===== config.mk =====
export PLATFORM = sky130hd
export DESIGN_NAME = quadtree_cell_index_core_flat
export DESIGN_NICKNAME = d
export VERILOG_FILES = /design/src/rtl/core/qci_pkg.sv /design/src/rtl/core/qci_if.sv /design/src/rtl/core/qci_front.sv /design/src/rtl/core/qci_div_lane.sv /design/src/rtl/core/qci_encode.sv /design/src/rtl/core/quadtree_cell_index_core.sv /design/src/flat_wrapper.sv
export SDC_FILE = /design/constraint.sdc
export NUM_CORES = 1
export LEC_CHECK = 0
export ABC_CLOCK_PERIOD_IN_PS = 22200
export BUFFER_PORTS_ARGS = -buffer_cell sky130_fd_sc_hd__buf_4
export CAP_MARGIN = 40
export CORE_MARGIN = 4
export CORE_UTILIZATION = 30
export CTS_BUF_LIST = sky130_fd_sc_hd__clkbuf_4
export DETAILED_ROUTE_END_ITERATION = 8
export SLEW_MARGIN = 10
export SYNTH_ARGS = -nofsm -noshare
export SYNTH_HDL_FRONTEND = slang
export SYNTH_SLANG_ARGS = --single-unit

===== constraint.sdc =====
create_clock -name clk_i -period 22.2 [get_ports clk_i]
set_input_delay 2.22 -clock clk_i [delete_from_list [all_inputs] [get_ports clk_i]]
set_output_delay 2.22 -clock clk_i [all_outputs]
set_load 0.02 [all_outputs]

===== src/rtl/core/qci_pkg.sv =====
// Package: widths, register codes, shared types and bit helpers for the quadtree cell index.
`default_nettype none
package qci_pkg;

  // Cells per side are 2**DIVIDE_LEVEL
  localparam int unsigned DIVIDE_LEVEL = 3;

  localparam int unsigned COORD_W      = 16;
  localparam int unsigned RADIUS_W     = 15;
  localparam int unsigned BOX_W        = COORD_W + 2;
  localparam int unsigned SIZE_W       = COORD_W - DIVIDE_LEVEL;
  localparam int unsigned MORTON_W     = 2 * DIVIDE_LEVEL;
  localparam int unsigned LEVEL_W      = $clog2(DIVIDE_LEVEL + 1);
  localparam int unsigned IDX_W        = MORTON_W + 1;
  localparam int unsigned NODE_INDEX_W = 7;
  localparam int unsigned NODE_LEVEL_W = 2;
  localparam int unsigned CFG_IDX_W    = 4;

  // Pipeline shape
  localparam int unsigned FRONT_ST = 2;
  localparam int unsigned DIV_ST   = DIVIDE_LEVEL + 1;
  localparam int unsigned ENC_ST   = 2;
  localparam int unsigned NUM_ST   = FRONT_ST + DIV_ST + ENC_ST;

  typedef enum logic [CFG_IDX_W-1:0] {
    REG_AREA_LEFT   = 4'd0,
    REG_AREA_TOP    = 4'd1,
    REG_AREA_RIGHT  = 4'd2,
    REG_AREA_BOTTOM = 4'd3
  } cfg_reg_e;

  localparam logic signed [COORD_W-1:0] AREA_LEFT_RST   = 16'sd0;
  localparam logic signed [COORD_W-1:0] AREA_TOP_RST    = -16'sd200;
  localparam logic signed [COORD_W-1:0] AREA_RIGHT_RST  = 16'sd1280;
  localparam logic signed [COORD_W-1:0] AREA_BOTTOM_RST = 16'sd1000;

  typedef struct packed {
    logic signed [COORD_W-1:0] left;
    logic signed [COORD_W-1:0] top;
    logic signed [COORD_W-1:0] right;
    logic signed [COORD_W-1:0] bottom;
  } area_t;

  // Front end result: outside flag, corner offsets into the area, cell sizes
  typedef struct packed {
    logic               outside;
    logic [COORD_W-1:0] off_l;
    logic [COORD_W-1:0] off_t;
    logic [COORD_W-1:0] off_r;
    logic [COORD_W-1:0] off_b;
    logic [SIZE_W-1:0]  size_w;
    logic [SIZE_W-1:0]  size_h;
  } front_t;

  // x into even bits, y into odd bits
  function automatic logic [MORTON_W-1:0] interleave(input logic [DIVIDE_LEVEL-1:0] x,
                                                     input logic [DIVIDE_LEVEL-1:0] y);
    logic [MORTON_W-1:0] m;
    m = '0;
    for (int i = 0; i < DIVIDE_LEVEL; i++) begin
      m[2*i]   = x[i];
      m[2*i+1] = y[i];
    end
    return m;
  endfunction

  // (4**lvl - 1) / 3 is lvl ones on the even bit positions
  function automatic logic [IDX_W-1:0] level_base(input logic [LEVEL_W-1:0] lvl);
    logic [IDX_W-1:0] b;
    b = '0;
    for (int j = 0; j < DIVIDE_LEVEL; j++) begin
      if (LEVEL_W'(j) < lvl) begin
        b[2*j] = 1'b1;
      end
    end
    return b;
  endfunction

endpackage
`default_nettype wire


===== src/rtl/core/qci_if.sv =====
// Interfaces: item, result and configuration write channels.
`default_nettype none
interface qci_item_if;
  logic                                 valid;
  logic                                 ready;
  logic signed [qci_pkg::COORD_W-1:0]   center_x;
  logic signed [qci_pkg::COORD_W-1:0]   center_y;
  logic        [qci_pkg::RADIUS_W-1:0]  radius;

  modport source (output valid, output center_x, output center_y, output radius,
                  input ready);
  modport sink   (input valid, input center_x, input center_y, input radius,
                  output ready);
endinterface

interface qci_result_if;
  logic                                  valid;
  logic                                  ready;
  logic                                  outside;
  logic [qci_pkg::NODE_INDEX_W-1:0]      node_index;
  logic [qci_pkg::NODE_LEVEL_W-1:0]      node_level;

  modport source (output valid, output outside, output node_index, output node_level,
                  input ready);
  modport sink   (input valid, input outside, input node_index, input node_level,
                  output ready);
endinterface

interface qci_cfg_if;
  logic                              valid;
  logic                              ready;
  logic [qci_pkg::CFG_IDX_W-1:0]     index;
  logic [qci_pkg::COORD_W-1:0]       data;

  modport source (output valid, output index, output data, input ready);
  modport sink   (input valid, input index, input data, output ready);
endinterface
`default_nettype wire


===== src/rtl/core/qci_front.sv =====
// Front end: bounding box, cell sizes, area check and corner offsets over two stages.
`default_nettype none
module qci_front (
  input  wire logic                                  clk_i,
  input  wire logic [qci_pkg::FRONT_ST-1:0]          en_i,
  input  wire logic signed [qci_pkg::COORD_W-1:0]    center_x_i,
  input  wire logic signed [qci_pkg::COORD_W-1:0]    center_y_i,
  input  wire logic        [qci_pkg::RADIUS_W-1:0]   radius_i,
  input  wire qci_pkg::area_t                        area_i,
  output qci_pkg::front_t                            front_o
);

  localparam int unsigned BW = qci_pkg::BOX_W;
  localparam int unsigned DW = qci_pkg::COORD_W + 1;
  localparam int unsigned CW = qci_pkg::COORD_W;
  localparam int unsigned L  = qci_pkg::DIVIDE_LEVEL;

  logic signed [BW-1:0] cx_e, cy_e, r_e;
  logic signed [DW-1:0] span_w, span_h;
  logic signed [BW-1:0] bl_q, bt_q, br_q, bb_q;
  logic                 zero_q;
  logic [qci_pkg::SIZE_W-1:0] size_w_q, size_h_q;
  logic signed [BW-1:0] left_e, top_e, right_e, bottom_e;
  qci_pkg::front_t      front_d, front_q;

  // stage A: box edges and cell sizes
  always_comb begin
    cx_e   = BW'(center_x_i);
    cy_e   = BW'(center_y_i);
    r_e    = BW'(radius_i);
    span_w = DW'(area_i.right) - DW'(area_i.left);
    span_h = DW'(area_i.bottom) - DW'(area_i.top);
  end

  always_ff @(posedge clk_i) begin
    if (en_i[0]) begin
      bl_q     <= cx_e - r_e;
      bt_q     <= cy_e - r_e;
      br_q     <= cx_e + r_e;
      bb_q     <= cy_e + r_e;
      // cell size below one pixel, or a reversed area
      zero_q   <= span_w[CW] || (span_w[CW-1:L] == '0) ||
                  span_h[CW] || (span_h[CW-1:L] == '0);
      size_w_q <= span_w[CW-1:L];
      size_h_q <= span_h[CW-1:L];
    end
  end

  // stage B: area check and offsets (area edges count as inside)
  always_comb begin
    left_e   = BW'(area_i.left);
    top_e    = BW'(area_i.top);
    right_e  = BW'(area_i.right);
    bottom_e = BW'(area_i.bottom);
    front_d.outside = zero_q || (bl_q < left_e) || (bt_q < top_e) ||
                      (br_q > right_e) || (bb_q > bottom_e);
    front_d.off_l  = CW'(bl_q - left_e);
    front_d.off_t  = CW'(bt_q - top_e);
    front_d.off_r  = CW'(br_q - left_e);
    front_d.off_b  = CW'(bb_q - top_e);
    front_d.size_w = size_w_q;
    front_d.size_h = size_h_q;
  end

  always_ff @(posedge clk_i) begin
    if (en_i[1]) begin
      front_q <= front_d;
    end
  end

  assign front_o = front_q;

endmodule
`default_nettype wire


===== src/rtl/core/qci_div_lane.sv =====
// Divider lane: saturating cell quotient, a saturation check and then one compare-subtract per stage.
`default_nettype none
module qci_div_lane (
  input  wire logic                                clk_i,
  input  wire logic [qci_pkg::DIV_ST-1:0]          en_i,
  input  wire logic [qci_pkg::COORD_W-1:0]         num_i,
  input  wire logic [qci_pkg::SIZE_W-1:0]          size_i,
  output logic      [qci_pkg::DIVIDE_LEVEL-1:0]    quot_o
);

  localparam int unsigned L  = qci_pkg::DIVIDE_LEVEL;
  localparam int unsigned CW = qci_pkg::COORD_W;

  // remainder and divisor are needed only up to the last quotient step
  logic [CW-1:0]              rem_q  [L];
  logic [qci_pkg::SIZE_W-1:0] size_q [L];
  logic [L-1:0]               quot_q [L+1];
  logic                       sat_q  [L+1];

  logic [CW-1:0] full_div;

  // first stage: quotient reaches the cell count, saturate
  assign full_div = CW'(size_i) << L;

  always_ff @(posedge clk_i) begin
    if (en_i[0]) begin
      rem_q[0]  <= num_i;
      size_q[0] <= size_i;
      quot_q[0] <= '0;
      sat_q[0]  <= (num_i >= full_div);
    end
  end

  for (genvar s = 1; s <= L; s++) begin : g_step
    localparam int unsigned K = L - s;
    logic [CW-1:0] trial;
    logic          ge;

    assign trial = CW'(size_q[s-1]) << K;
    assign ge    = rem_q[s-1] >= trial;

    // bits from K down are still clear, so the new bit is ORed in
    always_ff @(posedge clk_i) begin
      if (en_i[s]) begin
        quot_q[s] <= quot_q[s-1] | (L'(ge) << K);
        sat_q[s]  <= sat_q[s-1];
      end
    end

    if (s < L) begin : g_carry
      always_ff @(posedge clk_i) begin
        if (en_i[s]) begin
          rem_q[s]  <= ge ? (rem_q[s-1] - trial) : rem_q[s-1];
          size_q[s] <= size_q[s-1];
        end
      end
    end
  end

  assign quot_o = sat_q[L] ? '1 : quot_q[L];

endmodule
`default_nettype wire


===== src/rtl/core/qci_encode.sv =====
// Encoder: Morton codes, containing level, node index and the output register.
`default_nettype none
module qci_encode (
  input  wire logic                                 clk_i,
  input  wire logic [qci_pkg::ENC_ST-1:0]           en_i,
  input  wire logic                                 outside_i,
  input  wire logic [qci_pkg::DIVIDE_LEVEL-1:0]     qx0_i,
  input  wire logic [qci_pkg::DIVIDE_LEVEL-1:0]     qy0_i,
  input  wire logic [qci_pkg::DIVIDE_LEVEL-1:0]     qx1_i,
  input  wire logic [qci_pkg::DIVIDE_LEVEL-1:0]     qy1_i,
  output logic                                      outside_o,
  output logic [qci_pkg::NODE_INDEX_W-1:0]          node_index_o,
  output logic [qci_pkg::NODE_LEVEL_W-1:0]          node_level_o
);

  localparam int unsigned L  = qci_pkg::DIVIDE_LEVEL;
  localparam int unsigned LW = qci_pkg::LEVEL_W;
  localparam int unsigned MW = qci_pkg::MORTON_W;
  localparam int unsigned IW = qci_pkg::IDX_W;

  logic [MW-1:0] m0, m1, diff;
  logic [LW-1:0] lvl_d;
  logic [MW-1:0] m0_q;
  logic [LW-1:0] lvl_q;
  logic          out1_q;
  logic [LW:0]   shamt;
  logic [IW-1:0] idx;

  // E1: highest differing pair sets the depth
  always_comb begin
    m0    = qci_pkg::interleave(qx0_i, qy0_i);
    m1    = qci_pkg::interleave(qx1_i, qy1_i);
    diff  = m0 ^ m1;
    lvl_d = LW'(L);
    for (int i = 0; i < L; i++) begin
      if (diff[2*i +: 2] != 2'b00) begin
        lvl_d = LW'(L - 1 - i);
      end
    end
  end

  always_ff @(posedge clk_i) begin
    if (en_i[0]) begin
      m0_q   <= m0;
      lvl_q  <= lvl_d;
      out1_q <= outside_i;
    end
  end

  // E2: level base plus code shifted to that level
  always_comb begin
    shamt = {LW'(L) - lvl_q, 1'b0};
    idx   = qci_pkg::level_base(lvl_q) + IW'(m0_q >> shamt);
  end

  always_ff @(posedge clk_i) begin
    if (en_i[1]) begin
      outside_o    <= out1_q;
      node_index_o <= out1_q ? '0 : qci_pkg::NODE_INDEX_W'(idx);
      node_level_o <= out1_q ? '0 : qci_pkg::NODE_LEVEL_W'(lvl_q);
    end
  end

endmodule
`default_nettype wire


===== src/rtl/core/quadtree_cell_index_core.sv =====
// Top level: linear quadtree cell index pipeline with area configuration.
//
//  channel   modport  carries                          accepted when
//  item_i    sink     center_x, center_y, radius       valid && ready
//  result_o  source   outside, node_index, node_level  valid && ready
//  cfg_i     sink     index, data (area edge)          valid && ready
//
// One item per cycle sustained while result_o stays ready; the pipeline has
// two front-end stages, DIVIDE_LEVEL + 1 quotient stages (a saturation check,
// then one compare-subtract per quotient bit) and two encoder stages.
// Each stage holds while the one after it is full and stalled, so bubbles
// close up and the input keeps taking items into empty stages while a result waits.
// Reset clears the stage valid bits and loads the default area.
// Configuration is always ready; a write to an unknown index is dropped.
`default_nettype none
module quadtree_cell_index_core (
  input  wire logic          clk_i,
  input  wire logic          rst_ni,
  qci_item_if.sink           item_i,
  qci_result_if.source       result_o,
  qci_cfg_if.sink            cfg_i
);

  localparam int unsigned N  = qci_pkg::NUM_ST;
  localparam int unsigned FS = qci_pkg::FRONT_ST;
  localparam int unsigned DS = qci_pkg::DIV_ST;
  localparam int unsigned ES = qci_pkg::ENC_ST;
  localparam int unsigned L  = qci_pkg::DIVIDE_LEVEL;

  qci_pkg::area_t  area_q;
  qci_pkg::front_t front;

  logic [N-1:0] v_q;
  logic [N-1:0] take;
  logic         out_div_q [DS];

  logic [L-1:0] qx0, qy0, qx1, qy1;

  // ---------------------------------------------------------------------------
  // configuration registers
  // ---------------------------------------------------------------------------
  assign cfg_i.ready = 1'b1;

  always_ff @(posedge clk_i or negedge rst_ni) begin
    if (!rst_ni) begin
      area_q.left   <= qci_pkg::AREA_LEFT_RST;
      area_q.top    <= qci_pkg::AREA_TOP_RST;
      area_q.right  <= qci_pkg::AREA_RIGHT_RST;
      area_q.bottom <= qci_pkg::AREA_BOTTOM_RST;
    end else if (cfg_i.valid) begin
      unique case (cfg_i.index)
        qci_pkg::REG_AREA_LEFT:   area_q.left   <= cfg_i.data;
        qci_pkg::REG_AREA_TOP:    area_q.top    <= cfg_i.data;
        qci_pkg::REG_AREA_RIGHT:  area_q.right  <= cfg_i.data;
        qci_pkg::REG_AREA_BOTTOM: area_q.bottom <= cfg_i.data;
        default: ;
      endcase
    end
  end

  // ---------------------------------------------------------------------------
  // stage control: a stage loads when empty or when its item moves on
  // ---------------------------------------------------------------------------
  always_comb begin
    take[N-1] = !v_q[N-1] || result_o.ready;
    for (int k = N - 2; k >= 0; k--) begin
      take[k] = !v_q[k] || take[k+1];
    end
  end

  always_ff @(posedge clk_i or negedge rst_ni) begin
    if (!rst_ni) begin
      v_q <= '0;
    end else begin
      if (take[0]) begin
        v_q[0] <= item_i.valid;
      end
      for (int k = 1; k < N; k++) begin
        if (take[k]) begin
          v_q[k] <= v_q[k-1];
        end
      end
    end
  end

  assign item_i.ready   = take[0];
  assign result_o.valid = v_q[N-1];

  // ---------------------------------------------------------------------------
  // datapath
  // ---------------------------------------------------------------------------
  qci_front u_front (
    .clk_i      (clk_i),
    .en_i       (take[FS-1:0]),
    .center_x_i (item_i.center_x),
    .center_y_i (item_i.center_y),
    .radius_i   (item_i.radius),
    .area_i     (area_q),
    .front_o    (front)
  );

  // outside flag rides alongside the quotient lanes
  always_ff @(posedge clk_i) begin
    for (int j = 0; j < DS; j++) begin
      if (take[FS+j]) begin
        out_div_q[j] <= (j == 0) ? front.outside : out_div_q[(j == 0) ? 0 : j-1];
      end
    end
  end

  // four lanes: top-left x/y, bottom-right x/y
  qci_div_lane u_lane_x0 (
    .clk_i  (clk_i),
    .en_i   (take[FS +: DS]),
    .num_i  (front.off_l),
    .size_i (front.size_w),
    .quot_o (qx0)
  );

  qci_div_lane u_lane_y0 (
    .clk_i  (clk_i),
    .en_i   (take[FS +: DS]),
    .num_i  (front.off_t),
    .size_i (front.size_h),
    .quot_o (qy0)
  );

  qci_div_lane u_lane_x1 (
    .clk_i  (clk_i),
    .en_i   (take[FS +: DS]),
    .num_i  (front.off_r),
    .size_i (front.size_w),
    .quot_o (qx1)
  );

  qci_div_lane u_lane_y1 (
    .clk_i  (clk_i),
    .en_i   (take[FS +: DS]),
    .num_i  (front.off_b),
    .size_i (front.size_h),
    .quot_o (qy1)
  );

  // last encoder stage is the output register
  qci_encode u_encode (
    .clk_i        (clk_i),
    .en_i         (take[FS+DS +: ES]),
    .outside_i    (out_div_q[DS-1]),
    .qx0_i        (qx0),
    .qy0_i        (qy0),
    .qx1_i        (qx1),
    .qy1_i        (qy1),
    .outside_o    (result_o.outside),
    .node_index_o (result_o.node_index),
    .node_level_o (result_o.node_level)
  );

  // ---------------------------------------------------------------------------
  // assertions
  // ---------------------------------------------------------------------------
  a_empty_out_ready: assert property (@(posedge clk_i) disable iff (!rst_ni)
    !result_o.valid |-> item_i.ready)
    else $error("input stalled with an empty output register");

  a_accept_enters: assert property (@(posedge clk_i) disable iff (!rst_ni)
    (item_i.valid && item_i.ready) |=> v_q[0])
    else $error("accepted item missing from first stage");

  a_outside_zero: assert property (@(posedge clk_i) disable iff (!rst_ni)
    (result_o.valid && result_o.outside) |->
      (result_o.node_index == '0) && (result_o.node_level == '0))
    else $error("outside result carries a node");

endmodule
`default_nettype wire


===== src/flat_wrapper.sv =====
// flat-port wrapper written by rule: the top's interface ports become plain ports
module quadtree_cell_index_core_flat 
  (clk_i, rst_ni, item_i_valid, item_i_center_x, item_i_center_y, item_i_radius, item_i_ready, result_o_valid, result_o_outside, result_o_node_index, result_o_node_level, result_o_ready, cfg_i_valid, cfg_i_index, cfg_i_data, cfg_i_ready);
  qci_item_if item_i_i ();
  qci_result_if result_o_i ();
  qci_cfg_if cfg_i_i ();
  input  wire logic clk_i;
  input  wire logic rst_ni;
  input wire logic [$bits(item_i_i.valid)-1:0] item_i_valid;
  input wire logic [$bits(item_i_i.center_x)-1:0] item_i_center_x;
  input wire logic [$bits(item_i_i.center_y)-1:0] item_i_center_y;
  input wire logic [$bits(item_i_i.radius)-1:0] item_i_radius;
  output wire logic [$bits(item_i_i.ready)-1:0] item_i_ready;
  output wire logic [$bits(result_o_i.valid)-1:0] result_o_valid;
  output wire logic [$bits(result_o_i.outside)-1:0] result_o_outside;
  output wire logic [$bits(result_o_i.node_index)-1:0] result_o_node_index;
  output wire logic [$bits(result_o_i.node_level)-1:0] result_o_node_level;
  input wire logic [$bits(result_o_i.ready)-1:0] result_o_ready;
  input wire logic [$bits(cfg_i_i.valid)-1:0] cfg_i_valid;
  input wire logic [$bits(cfg_i_i.index)-1:0] cfg_i_index;
  input wire logic [$bits(cfg_i_i.data)-1:0] cfg_i_data;
  output wire logic [$bits(cfg_i_i.ready)-1:0] cfg_i_ready;
  assign item_i_i.valid = item_i_valid;
  assign item_i_i.center_x = item_i_center_x;
  assign item_i_i.center_y = item_i_center_y;
  assign item_i_i.radius = item_i_radius;
  assign item_i_ready = item_i_i.ready;
  assign result_o_valid = result_o_i.valid;
  assign result_o_outside = result_o_i.outside;
  assign result_o_node_index = result_o_i.node_index;
  assign result_o_node_level = result_o_i.node_level;
  assign result_o_i.ready = result_o_ready;
  assign cfg_i_i.valid = cfg_i_valid;
  assign cfg_i_i.index = cfg_i_index;
  assign cfg_i_i.data = cfg_i_data;
  assign cfg_i_ready = cfg_i_i.ready;
  quadtree_cell_index_core u_core (.clk_i(clk_i), .rst_ni(rst_ni), .item_i(item_i_i), .result_o(result_o_i), .cfg_i(cfg_i_i));
endmodule

# [Word-level counts from Yosys, hierarchy flattened]
# Memories as Yosys holds them, arrays and structs flattened. A register that Yosys moved wholly into a read port is not among the register bits.
# Index checks and enable logic that the tools add are counted.
[word_totals] latchBits=0 output_inout_bits=13 memories=17 romBits=0 ram_bits=416 regBits=276 in_bits=72
[mem_list] memory="u_core.u_lane_x0.rem_q" words=3 width=16 read_ports=3 rd_clocked_by_memory_dff=0 write_ports=3 line="qci_div_lane.sv:15" text="logic [CW-1:0] rem_q [L];"
[mem_list] memory="u_core.u_lane_x1.rem_q" words=3 width=16 read_ports=3 rd_clocked_by_memory_dff=0 write_ports=3 line="qci_div_lane.sv:15"
[mem_list] memory="u_core.u_lane_y0.rem_q" words=3 width=16 read_ports=3 rd_clocked_by_memory_dff=0 write_ports=3 line="qci_div_lane.sv:15"
[mem_list] memory="u_core.u_lane_y1.rem_q" words=3 width=16 read_ports=3 rd_clocked_by_memory_dff=0 write_ports=3 line="qci_div_lane.sv:15"
[mem_list] memory="u_core.u_lane_x0.size_q" words=3 width=13 read_ports=3 rd_clocked_by_memory_dff=0 write_ports=3 line="qci_div_lane.sv:16" text="logic [qci_pkg::SIZE_W-1:0] size_q [L];"
[mem_list] memory="u_core.u_lane_x1.size_q" words=3 width=13 read_ports=3 rd_clocked_by_memory_dff=0 write_ports=3 line="qci_div_lane.sv:16"
[mem_list] memory="11 more memories"
[classes] n_mul=0 n_mux=25 bitwise=13 shift=1 div_mod_pow=0 n_lt_le_gt_ge=23 reduce_logical=34 eq_ne=3 add_sub_neg=20
[op_table] cell="$mux W16" count=8
[op_table] cell="$sub A16 B16 Y17" count=4
[op_table] cell="$ge A16 B13 Y1" count=4
[op_table] cell="$ge A16 B14 Y1" count=4
[op_table] cell="$ge A16 B15 Y1" count=4
[op_table] cell="$ge A16 B16 Y1" count=4
[op_table] cell="$sub A16 B14 Y16" count=4
[op_table] cell="$sub A16 B15 Y16" count=4
[op_table] cell="$sub A16 B16 Y16" count=4
[op_table] cell="$add A16 B16 Y17" count=2
[op_table] cell="$gt A17 B16 Y1" count=2
[op_table] cell="$lt A17 B16 Y1" count=2
[op_table] cell="$logic_not A13 Y1" count=2
[op_table] cell="$logic_or A1 B1 Y1" count=15
[op_table] cell="$mux W1" count=13
[op_table] cell="$mux W3" count=4
[op_table] cell="$or A3 B1 Y3" count=4
[op_table] cell="$or A3 B2 Y3" count=4
[op_table] cell="$or A3 B3 Y3" count=4
[op_table] cell="$eq A4 B2 Y1 const B" count=2
[op_table] cell="$logic_not A1 Y1" count=8
[op_table] cell="$reduce_and A2 Y1" count=4
[op_table] cell="$add A5 B7 Y7" count=1
[op_table] cell="$shr A6 B3 Y7" count=1
[op_table] cell="other kinds (8)" count=11

# [Logic depth before layout (Yosys ltp)]
# Gate-level depths: netlist (run 1).
[depth] word_depth=9 depth_mapped=14

# [By module]
# A second synthesis (run 1) with hierarchy kept.
[unflattened] cells_unflattened=3374 hier_area_um2=39026.2
[by_module_without_submodules] mod="qci_div_lane" area_each_um2=5479.0 cells_each=461 seq_area_each_um2=2912.8 n_inst=4
[by_module_without_submodules] mod="qci_front" area_each_um2=13126.3 cells_each=1280 seq_area_each_um2=5465.2 n_inst=1
[by_module_without_submodules] mod="quadtree_cell_index_core" area_each_um2=3011.6 cells_each=174 seq_area_each_um2=1945.6 n_inst=1
[by_module_without_submodules] mod="qci_encode" area_each_um2=972.2 cells_each=76 seq_area_each_um2=570.5 n_inst=1

# [Worst setup path before layout (run 1)]
# No wires, ideal clock.
[synth_path] kind="in2out" startpoint="in result_o_ready" endpoint="out item_i_ready" t_arrival_ps=8223 path_buffers=0 cell_stages=6 slack_ps=11757 path_cell_list="nor2b_1 > nand3_1 > nor2_1 > nand3_1 > inv_1 > nand3_1"
[synth_via] elab_chain_cells=8
[synth_rtl] element="from (decl)" line="flat_wrapper.sv:18" text="input wire logic [$bits(result_o_i.ready)-1:0] result_o_ready;"
[synth_rtl] element="$logic_or A1 B1 Y1" line="quadtree_cell_index_core.sv:65" text="take[N-1] = !v_q[N-1] || result_o.ready;"
[synth_rtl] element="$logic_or A1 B1 Y1 (2 in series)" line="quadtree_cell_index_core.sv:67" text="take[k] = !v_q[k] || take[k+1];"
[synth_rtl] element="named net u_core.take[5]" line="quadtree_cell_index_core.sv:34" text="logic [N-1:0] take;"
[synth_rtl] element="$logic_or A1 B1 Y1 (3 in series)" line="quadtree_cell_index_core.sv:67"
[synth_rtl] element="named net u_core.take[2]" line="quadtree_cell_index_core.sv:34"
[synth_rtl] element="$logic_or A1 B1 Y1 (2 in series)" line="quadtree_cell_index_core.sv:67"
[synth_rtl] element="to (decl)" line="flat_wrapper.sv:13" text="output wire logic [$bits(item_i_i.ready)-1:0] item_i_ready;"
# The timed path passes the listed nets, and every way through them passes these cells.

# [Final worst setup path (run 1)]
# Same ends and word-level chain as after synthesis.

==> results of run 1 <==
-- power breakdown --
part	switching (mW)	internal (mW)
sequential	0.281	1.93
combinational	1.60	1.34
clock	0.438	0.498
total	2.32	3.77
-- per-stage QoR --
step           area [µm²]  power (mW)  utilization [%]
6_report            38630       6.085            34.34
5_1_grt             38630       6.648            34.34
3_5_place_dp        36630       5.163            32.56
4_1_cts             38620       6.141            34.33
3_3_place_gp        36550       5.103            32.49
2_1_floorplan       34030       4.385                -
-- worst max-delay path, cell delays in order --
cell	delay [ns]
buf_4	0.11
nor2b_1	0.23
nand3_1	0.13
buf_4	0.24
nor2_1	0.48
nand3_4	0.53
inv_1	0.35
nand3_4	0.43
buf_4	0.34
-- Yosys cell counts, types with 5 or more instances --
library cell	instances
edfxtp_1	509
ha_1	395
inv_1	331
nor2_1	234
a21oi_1	178
nand2_1	147
xnor2_1	144
o21ai_0	143
mux2_2	101
nor2b_1	68
a21o_1	66
dfrtp_1	53
nand3_1	52
nor3_1	39
xor2_1	39
a21boi_0	34
clkbuf_1	30
nand2b_1	28
o21bai_1	27
nand4_1	22
o21a_1	20
dfstp_2	19
and3_1	18
nor4_1	18
or2_2	17
fa_1	16
mux2i_1	16
a211oi_1	15
o21ai_1	15
o41ai_1	14
a2111oi_0	12
o2111ai_1	9
o211ai_1	9
and2_1	8
nand4b_1	8
o31a_1	8
o31ai_1	8
a221oi_1	7
o41a_1	7
a31oi_1	6
or3_1	6
or4_1	6
a41o_1	5
buf_2	5
nor4b_1	5
-- layout make-up --
type / instances / area share, %
Tap cell: 1500 / 4.858
Inverter: 331 / 3.222
Clock inverter: 50 / 0.8550
Antenna cell: 6 / 0.03886
Clock buffer: 221 / 4.294
Multi-Input combinational cell: 2026 / 40.35
Sequential cell: 581 / 44.29
Timing Repair Buffer: 101 / 2.095
-- cell families (layout without fill, tap and decap cells) --
| kind of cell | after synthesis | in the layout | synth area share [%] |
|---|---|---|---|
| adder cells (fa/ha/maj) | 411 | 411 | 15.46 |
| AND/OR/NAND/NOR | 693 | 693 | 9.879 |
| other | 1 | 7 | 0.01102 |
| multiplexers | 117 | 117 | 3.812 |
| buffers and inverters | 367 | 703 | 4.077 |
| flip-flops | 581 | 581 | 50.28 |
| XOR/XNOR | 184 | 184 | 4.757 |
| AO/OA/AOI/OAI | 620 | 620 | 11.72 |
-- registers in the layout (all words and copies together) (netlist names), 7 cells and up --
register / cells
u_core.u_front.front_o: 89
u_core.area_q: 64
u_core.u_lane_x1.rem_q: 48
u_core.u_lane_y1.rem_q: 48
u_core.u_lane_x0.rem_q: 45
u_core.u_lane_y0.rem_q: 45
u_core.u_lane_x0.size_q: 26
u_core.u_lane_y1.size_q: 26
u_core.u_front.bl_q: 17
u_core.u_front.bt_q: 17
u_core.u_front.bb_q: 16
u_core.u_front.br_q: 16
u_core.u_front.size_h_q: 13
u_core.u_front.size_w_q: 13
u_core.u_lane_x1.size_q: 13
u_core.u_lane_y0.size_q: 13
u_core.v_q: 8
u_core.u_encode.node_index_o: 7
-- routing by layer --
layer | track usage (%) | wire (µm) | vias up
met3 | 2.302 | 2660 | 131
met4 | 6.031 | 2702 | 0
met2 | 19.93 | 32900 | 410
li1 | - | - | 11320
met5 | 0 | 0 | -
met1 | 16.35 | 35200 | 10240
-- cells in the final DEF, fill, tap and decap left out, types with 9 or more instances in the layout --
cell,n
edfxtp_1,509
ha_1,395
inv_1,330
nor2_1,234
clkbuf_4,221
a21oi_1,178
nand2_1,145
xnor2_1,144
o21ai_0,143
mux2_2,101
buf_4,97
nor2b_1,68
a21o_1,66
dfrtp_1,53
nand3_1,50
xor2_1,39
nor3_1,38
a21boi_0,34
nand2b_1,28
o21bai_1,27
clkinv_1,25
nand4_1,22
o21a_1,20
dfstp_2,19
and3_1,18
nor4_1,18
or2_2,17
mux2i_1,16
fa_1,16
a211oi_1,15
o41ai_1,14
o21ai_1,14
a2111oi_0,12
clkinv_2,11
o2111ai_1,9
o211ai_1,9
-- how the worst min path moves through the flow --
stage / slack (ns) / end / depth (start not counted) / startpoint
floorplan: 0.40 / u_core.out_div_q[0] / 0 / u_core.u_front.front_o[90]
global placement: 0.40 / u_core.u_front.front_o[19] / 0 / u_core.u_front.size_w_q[6]
detailed placement: 0.40 / u_core.u_front.front_o[4] / 0 / u_core.u_front.size_h_q[4]
CTS: 0.40 / u_core.u_encode.out1_q / 0 / u_core.out_div_q[3]
global route: 0.43 / u_core.u_front.front_o[14] / 0 / u_core.u_front.size_w_q[1]
finish: 0.41 / u_core.u_lane_x1.quot_q[2][2] / 0 / u_core.u_lane_x1.quot_q[1][2]
==> flow_summary_export.csv, run 1 <==
group,metric,value,unit
status,outcome,"finished, final reports clean",
yosys,netlist.area_leader.share,44.91,%
sta,rsz0062_at_grt,"no",
grt,overflow,0,
critical_path,endpoint_kind,"primary output",
yosys,yosysTopAreaCell,"edfxtp_1",
clock_tree,cts_hold_buf,0,
die,die_h,344.8,µm
yosys,ys.flop_type,"edfxtp_1",
sta,min_period,7.334,ns
placement,numPortBuffers,83,
clock_tree,cts_setup_buffers,0,
critical_path,r2r_slack,18.46,ns
sta,setup_ws,14.87,ns
power,powerDensity,157.5,mW/mm²
sta,max_freq,136.3,MHz
route,totalWireLength,73460,µm
yosys,synth_edf_count,509,
yosys,synth-seq-cells,581,
critical_path,r2r-start,"u_core.v_q[7]",
flow_run,cap_violations,0,
critical_path,crit_type,"primary input to primary output",
yosys,syn_area,0.03403,mm²
critical_path,r2r_cells,8,
cells_and_area,layout-drive-gt1-share,15.44,%
critical_path,worstPathMaxFanout,42,
grt,grt_usage,12.48,%
route,drtPass1Iterations,6,
yosys,yosysWarnings,0,
cells_and_area,nets,3679,
sta,finalSetupViolations,0,
die,boundaryPins,85,
cells_and_area,instances_no_fill,4816,
clock_tree,cts_tree,"yes",
die,rows,123,
clock_tree,cts-resized-gates,0,
yosys,avgSynthCellArea,11.44,µm²
clock_tree,root_buffer,"clkbuf_4",
sta,maxSlewHeadroom,43.49,%
die,start_util,30.25,%
cells_and_area,nFillCells,11130,
clock_tree,numCtsBuffers,155,
die,die_w,344.8,µm
route,drc,0,
clock_tree,cts.clk_slew.worst_paths,0.07,ns
route,vias,22100,
cells_and_area,seqCellArea,0.01711,mm²
yosys,synth_nets,3457,
sta,report.final.slew_viol_count,0,
power,ir_drop,0.00005975,V
clock_tree,insertion_delay,1.01,ns
sta,worst_pin_slew,0.8476,ns
route,antenna_left,0,
route,wl_per_cell,15.25,µm
grt,grt_pass1_wl,116800,µm
sta,final_hold_viol_count,0,
clock_tree,clock_path_buffers,3,
die,die_area,0.1189,mm²
die,core_area,0.1125,mm²
critical_path,critPathLaunch,"result_o_ready",
placement,placedCellCount,4539,
grt,grt_max_degree,69,
sta,whs,0.4064,ns
hold_path,worst_hold_path_type,"flip-flop to flip-flop",
cells_and_area,syn_to_final_growth,13.52,%
yosys,async_reset_ff_share,12.39,%
critical_path,reg2reg_to,"u_core.u_front.bl_q[8]",
clock_tree,htreeDepth,4,
placement,gp_congestion,0.8642,
grt,antenna_found_initial,2,
critical_path,critPathArrivalTime,5.11,ns
placement,dp_hpwl,58030,µm
clock_tree,clkSinkCount,581,
power,power.leakage,16.38,nW
grt,first_global_vias,22460,
sta,period_share,33.04,%
placement,place_ws,14.78,ns
critical_path,critPathRequiredTime,19.98,ns
critical_path,start_kind,"primary input",
sta,fin_skew,0.07087,ns
yosys,seq_area_frac_synth,50.28,%
yosys,syn_inst,2974,
route,viasPerCell,4.589,
yosys,synth_cell_types,75,
critical_path,crit_end,"item_i_ready",
route,dr.first_iter.drc_count,1152,
sta,setup_tns,0,ns
yosys,synthTopCellsByArea,"edfxtp_1 45%, ha_1 15%, dfrtp_1 3.9%, xnor2_1 3.7%, inv_1 3.7%",
cells_and_area,multi_input_area,0.01559,mm²
Note: power is estimated with default switching activity, not from simulation.
==> run 2, diff against run 1 <==
- ABC_AREA: default -> 1
- ABC_CLOCK_PERIOD_IN_PS: 22200 -> 6020
- clock period: 22.2 -> 6.02 ns (I/O delays scaled with it)
==> run 2 against run 1 <==
Effect of this change:
- setup slack worse by 14 ns
- critical endpoint unchanged
- largest cell class unchanged
- synthesized cell count up 28%
- routed wire length up 16%
- cell count up 20%
- largest power group unchanged
- hold slack worse by 0.26 ns
- sequential power rose to 3.8 times the previous value
- critical path depth up 5
- critical path type is now flip-flop to primary output
- utilization down 0.18 points
- highest routed layer unchanged
- via count up 18%
==> flow_summary_export.csv, run 2 <==
group,metric,value,unit
yosys,synth-seq-cells,581,
power,power.leakage,18.72,nW
clock_tree,cts.clk_slew.worst_paths,0.07,ns
die,die_area,0.1264,mm²
route,antenna_left,0,
clock_tree,clkSinkCount,581,
critical_path,r2r-start,"u_core.v_q[7]",
critical_path,endpoint_kind,"primary output",
die,die_h,355.5,µm
yosys,netlist.area_leader.share,42.19,%
yosys,seq_area_frac_synth,47.23,%
clock_tree,numCtsBuffers,149,
cells_and_area,nets,4515,
die,boundaryPins,85,
sta,worst_pin_slew,0.8443,ns
cells_and_area,fin_area,0.04098,mm²
route,wl_per_cell,14.76,µm
critical_path,crit_type,"flip-flop to primary output",
critical_path,worstPathMaxFanout,48,
grt,grt_pass1_wl,135400,µm
sta,fin_skew,0.07909,ns
cells_and_area,largest_reg_flops,89,
yosys,yosysTopAreaCell,"edfxtp_1",
grt,first_global_vias,25820,
yosys,synth_nets,4286,
power,p_comb_share,50.7,%
critical_path,r2r_slack,2.06,ns
yosys,synth_edf_count,509,
route,totalWireLength,85040,µm
die,rows,127,
placement,gp_congestion,0.9109,
critical_path,critPathArrivalTime,4.14,ns
cells_and_area,final_common_cell,"nand2_1",
power,pwr-share-seq,34.8,%
critical_path,r2r_cells,14,
cells_and_area,instances_no_fill,5760,
yosys,avgSynthCellArea,9.526,µm²
grt,grt_usage,13.45,%
placement,placedCellCount,5463,
route,dr.first_iter.drc_count,1475,
hold_path,holdPathStages,3,
route,drtPass1Iterations,5,
cells_and_area,syn_to_final_growth,13.13,%
hold_path,hold_end,"u_core.u_front.bt_q[1]",
die,core_area,0.1200,mm²
status,outcome,"finished, final reports clean",
placement,dp_hpwl,68590,µm
cells_and_area,layout-drive-gt1-share,11.45,%
flow_run,cap_violations,0,
power,netSwitchingPower,10.31,mW
clock_tree,insertion_delay,1.00,ns
power,intPower,13.61,mW
critical_path,critPathRequiredTime,5.42,ns
power,powerDensity,583.7,mW/mm²
sta,period_share,78.81,%
clock_tree,root_buffer,"clkbuf_4",
hold_path,worstHoldStart,"item_i_radius[1]",
grt,grt_max_degree,66,
yosys,syn_area,0.03623,mm²
route,viasPerCell,4.522,
grt,overflow,0,
critical_path,reg2reg_to,"u_core.u_front.bb_q[3]",
clock_tree,clock_path_buffers,3,
yosys,synth_cell_types,59,
yosys,ys.flop_type,"edfxtp_1",
yosys,yosysMostFrequentCell,"nand2_1",
placement,placedInstanceArea,0.03870,mm²
die,die_w,355.5,µm
route,vias,26050,
yosys,synth_common_cells,"789 x nand2_1, 563 x inv_1, 509 x edfxtp_1",
clock_tree,htreeDepth,4,
critical_path,start_kind,"flip-flop",
placement,place_ws,1.720,ns
route,drc,0,
power,p_sw_share,43.12,%
sta,min_period,4.744,ns
clock_tree,cts-resized-gates,0,
grt,antenna_found_initial,4,
power,ir_drop,0.0001902,V
sta,setup_ws,1.276,ns
die,start_util,30.20,%
yosys,async_reset_ff_share,12.39,%
sta,setup_tns,0,ns
sta,rsz0062_at_grt,"no",
sta,final_hold_viol_count,0,
clock_tree,cts_tree,"yes",
sta,finalSetupViolations,0,
cells_and_area,final_cell_mix,"788 x nand2_1, 561 x inv_1, 509 x edfxtp_1, 395 x ha_1, 276 x a21oi_1",
yosys,yosysWarnings,0,
placement,numPortBuffers,83,
sta,report.final.slew_viol_count,0,
yosys,synthTopCellsByArea,"edfxtp_1 42%, ha_1 14%, nand2_1 8.2%, inv_1 5.8%, a21oi_1 3.8%",
hold_path,worst_hold_path_type,"primary input to flip-flop",
power,clkPwrFrac,14.5,%
yosys,syn_inst,3803,
critical_path,critPathLaunch,"u_core.v_q[7]",
sta,max_freq,210.8,MHz
sta,maxSlewHeadroom,43.71,%
-- run 2: how the worst max path moves through the flow --
| stage | to | cells after the start |
|---|---|---|
| 6_report | item_i_ready | 14 |
| 5_1_grt | item_i_ready | 14 |
| 4_1_cts | item_i_ready | 14 |
| 3_5_place_dp | u_core.u_front.size_h_q[1] | 14 |
| 3_3_place_gp | u_core.u_front.size_h_q[0] | 14 |
| 2_1_floorplan | item_i_ready | 12 |
-- run 2: per-stage QoR --
step	util (%)	hold slack (ns)	total power, mW
after global placement	32.22	0.4009	20.21
after floorplan	-	0.3064	17.24
final	34.16	0.1477	23.92
after CTS	34.15	0.0007163	24.08
after detailed placement	32.26	0.4045	20.48
after global routing	34.16	0.04338	26.20
-- run 2: cells by family (layout without fill, tap and decap cells) --
| kind of cell | Yosys count | after routing | share of synthesized area [%] |
|---|---|---|---|
| and+or+nand+nor | 1260 | 1260 | 14.86 |
| AOI/OAI and AO/OA | 723 | 723 | 11.62 |
| buffers and inverters | 624 | 961 | 6.845 |
| DFF | 581 | 581 | 47.23 |
| adders and majority gates | 411 | 411 | 14.53 |
| xor gates and xnor gates | 203 | 203 | 4.908 |
| other | 1 | 9 | 0.01035 |
-- run 2: power by group through the flow --
stage                     Combinational (mW)  Sequential, mW  Clock [mW]
final                                   12.1            8.33        3.47
after global routing                    13.8            8.52        3.83
after CTS                               12.2            8.32        3.60
after detailed placement                12.1            8.40           0
after global placement                  11.8            8.38           0
after floorplan                         9.45            7.79           0
-- run 2: timing repair --
action	in CTS	in global routing
buffers inserted	0	0
hold endpoints to repair	139	0
hold buffers	30	0
-- run 2: area by class of cell --
class	count	area [µm²]
multi-input cells	2598	16650
well taps	1612	2017
clock inverters	42	332.8
flip-flops and latches	581	17110
inverters	577	2183
clock buffers	217	1629
diodes	8	20.02
fillers	12290	78990
repair buffers	125	1041
-- run 2: critical path, cell delays in order (launching register included) --
cell	delay [ns]
dfrtp_1	0.35
inv_1	0.05
nor2_1	0.11
inv_2	0.13
nor2_1	0.13
inv_2	0.12
nor2_1	0.13
inv_1	0.32
nor2_2	0.24
inv_4	0.06
nor2_4	0.15
nand2_4	0.35
nor2_2	0.38
nand2_4	0.33
buf_4	0.29
-- run 2: layer usage --
metal	vias to the layer above	wire (µm)	GRT usage, %
met3	116	3478	2.119
met1	11890	43020	19.22
met4	0	2189	4.984
met2	516	36350	20.51
met5	-	0	0
li1	13530	-	-
==> run 3, diff against run 2 <==
- ABC_AREA: 1 -> 0
- ABC_CLOCK_PERIOD_IN_PS: 6020 -> 4200
- clock period: 6.02 -> 4.2 ns (I/O delays scaled with it)
==> run 3 against run 2 <==
Effect of this change:
- critical path depth decreased by 5
- hold slack got worse by 0.00093 ns
- clock skew decreased by 0.0012 ns
- register-to-register slack got worse by 1.4 ns
- cell count decreased by 15%
- critical path type unchanged
- largest cell class unchanged
- largest power group unchanged
==> flow_summary_export.csv, run 3 (synthesis gave the netlist of run 1 again) <==
group,metric,value,unit
status,outcome,"finished, final reports clean",
die,boundaryPins,85,
critical_path,r2r_cells,12,
critical_path,critPathArrivalTime,3.15,ns
die,start_util,30.25,%
cells_and_area,fin_area,0.03964,mm²
clock_tree,numCtsBuffers,158,
cells_and_area,syn_to_final_growth,16.47,%
clock_tree,cts-resized-gates,0,
clock_tree,htreeDepth,4,
placement,gp_congestion,0.8654,
critical_path,reg2reg_to,"u_core.u_lane_x0.rem_q[0][38]",
cells_and_area,final_cell_mix,"509 x edfxtp_1, 395 x ha_1, 330 x inv_1, 234 x nor2_1, 225 x clkbuf_4",
sta,report.final.slew_viol_count,0,
die,die_area,0.1189,mm²
critical_path,r2r_slack,0.64,ns
die,die_h,344.8,µm
sta,maxSlewHeadroom,45.71,%
clock_tree,cts.clk_slew.worst_paths,0.06,ns
die,core_area,0.1125,mm²
grt,antenna_found_initial,2,
placement,dp_hpwl,59120,µm
cells_and_area,nFillCells,11020,
sta,fin_skew,0.07790,ns
route,viasPerCell,4.609,
route,dr.first_iter.drc_count,1013,
route,vias,22630,
flow_run,cap_violations,0,
die,rows,123,
die,die_w,344.8,µm
placement,placedInstanceArea,0.03671,mm²
route,wl_per_cell,15.33,µm
hold_path,holdPathStages,4,
power,power.total,32.35,mW
grt,grt_pass1_wl,121600,µm
clock_tree,insertion_delay,0.98,ns
cells_and_area,layout-drive-gt1-share,15.32,%
critical_path,start_kind,"flip-flop",
hold_path,hold_end,"u_core.u_front.bl_q[9]",
sta,finalSetupViolations,0,
sta,max_freq,279.7,MHz
placement,numPortBuffers,83,
grt,overflow,0,
route,wl_met1,35220,µm
route,top_layer_used,"met4",
grt,first_global_vias,23140,
critical_path,endpoint_kind,"primary output",
cells_and_area,nets,3774,
route,totalWireLength,75260,µm
clock_tree,clock_path_buffers,3,
sta,rsz0062_at_grt,"no",
sta,min_period,3.575,ns
sta,period_share,85.12,%
cells_and_area,multi_input_area,0.01559,mm²
sta,final_hold_viol_count,0,
critical_path,critPathLaunch,"u_core.v_q[7]",
clock_tree,clkSinkCount,581,
critical_path,r2r-start,"u_core.u_lane_x0.size_q[0][14]",
hold_path,worstHoldStart,"item_i_center_x[8]",
power,ir_drop,0.0002728,V
critical_path,crit_type,"flip-flop to primary output",
route,antenna_left,0,
grt,grt_max_degree,81,
grt,grt_usage,12.93,%
cells_and_area,largest_reg_flops,89,
cells_and_area,final_common_cell,"edfxtp_1",
cells_and_area,seqCellArea,0.01711,mm²
power,powerDensity,816.2,mW/mm²
route,met3_length,2797,µm
critical_path,critPathRequiredTime,3.78,ns
route,wl_met2,33860,µm
clock_tree,cts_tree,"yes",
sta,setup_tns,0,ns
hold_path,worst_hold_path_type,"primary input to flip-flop",
route,drc,0,
power,power.leakage,16.82,nW
clock_tree,root_buffer,"clkbuf_4",
sta,worst_pin_slew,0.8039,ns
critical_path,worstPathMaxFanout,19,
route,drtPass1Iterations,6,
-- run 3: timing repair --
action / in CTS / in global routing
endpoints found under the hold margin: 196 / 0
buffers inserted: 0 / 0
setup endpoints to repair: 0 / 0
hold buffers: 86 / 0
-- run 3: power breakdown --
| part | switching [mW] | internal (mW) | leakage, nW |
|---|---|---|---|
| Clock | 2.34 | 2.73 | 1.21 |
| Sequential | 1.54 | 10.2 | 6.03 |
| Combinational | 8.34 | 7.18 | 9.57 |
| Total | 12.2 | 20.1 | 16.8 |
-- run 3: cell type report --
type	instances	area share (%)
Inverter	331	3.141
Clock buffer	225	4.261
Clock inverter	52	0.9122
Antenna cell	3	0.01894
Multi-Input combinational cell	2026	39.33
Sequential cell	581	43.17
Tap cell	1500	4.735
Timing Repair Buffer	193	4.438
-- run 3: worst max-delay path by stage --
stage / endpoint / slack [ns] / cells after the start
after floorplan: u_core.out_div_q[1] / -0.006 / 4
after global placement: u_core.u_front.zero_q / 0.71 / 11
after CTS: item_i_ready / 0.43 / 9
after detailed placement: u_core.u_lane_y1.rem_q[0][26] / 0.67 / 12
after global routing: u_core.u_lane_y1.rem_q[0][20] / 0.27 / 12
final: item_i_ready / 0.63 / 9
-- run 3: metal layers --
| metal | GRT usage [%] | up-vias |
|---|---|---|
| met4 | 6.997 | 0 |
| met1 | 16.92 | 10490 |
| met5 | 0 | - |
| li1 | - | 11520 |
| met3 | 2.033 | 157 |
| met2 | 20.61 | 465 |
-- run 3: critical path, stage by stage, from the launching register on --
cell	delay, ns
dfrtp_1	0.38
nor2b_1	0.33
nand3_1	0.12
buf_4	0.22
nor2_1	0.11
buf_4	0.17
nand3_4	0.08
inv_1	0.16
nand3_4	0.30
buf_4	0.28
-- run 3: stage by stage --
stage | cells | util (%) | setup WS, ns | hold slack, ns
global route | 4911 | 35.23 | 0.2678 | 0.08334
floorplan | 2974 | - | -0.005505 | 0.1244
finish | 4911 | 35.23 | 0.6251 | 0.1468
detailed placement | 4545 | 32.63 | 0.6734 | 0.4045
global placement | 4539 | 32.55 | 0.7073 | 0.4015
CTS | 4908 | 35.23 | 0.4271 | 0.008095
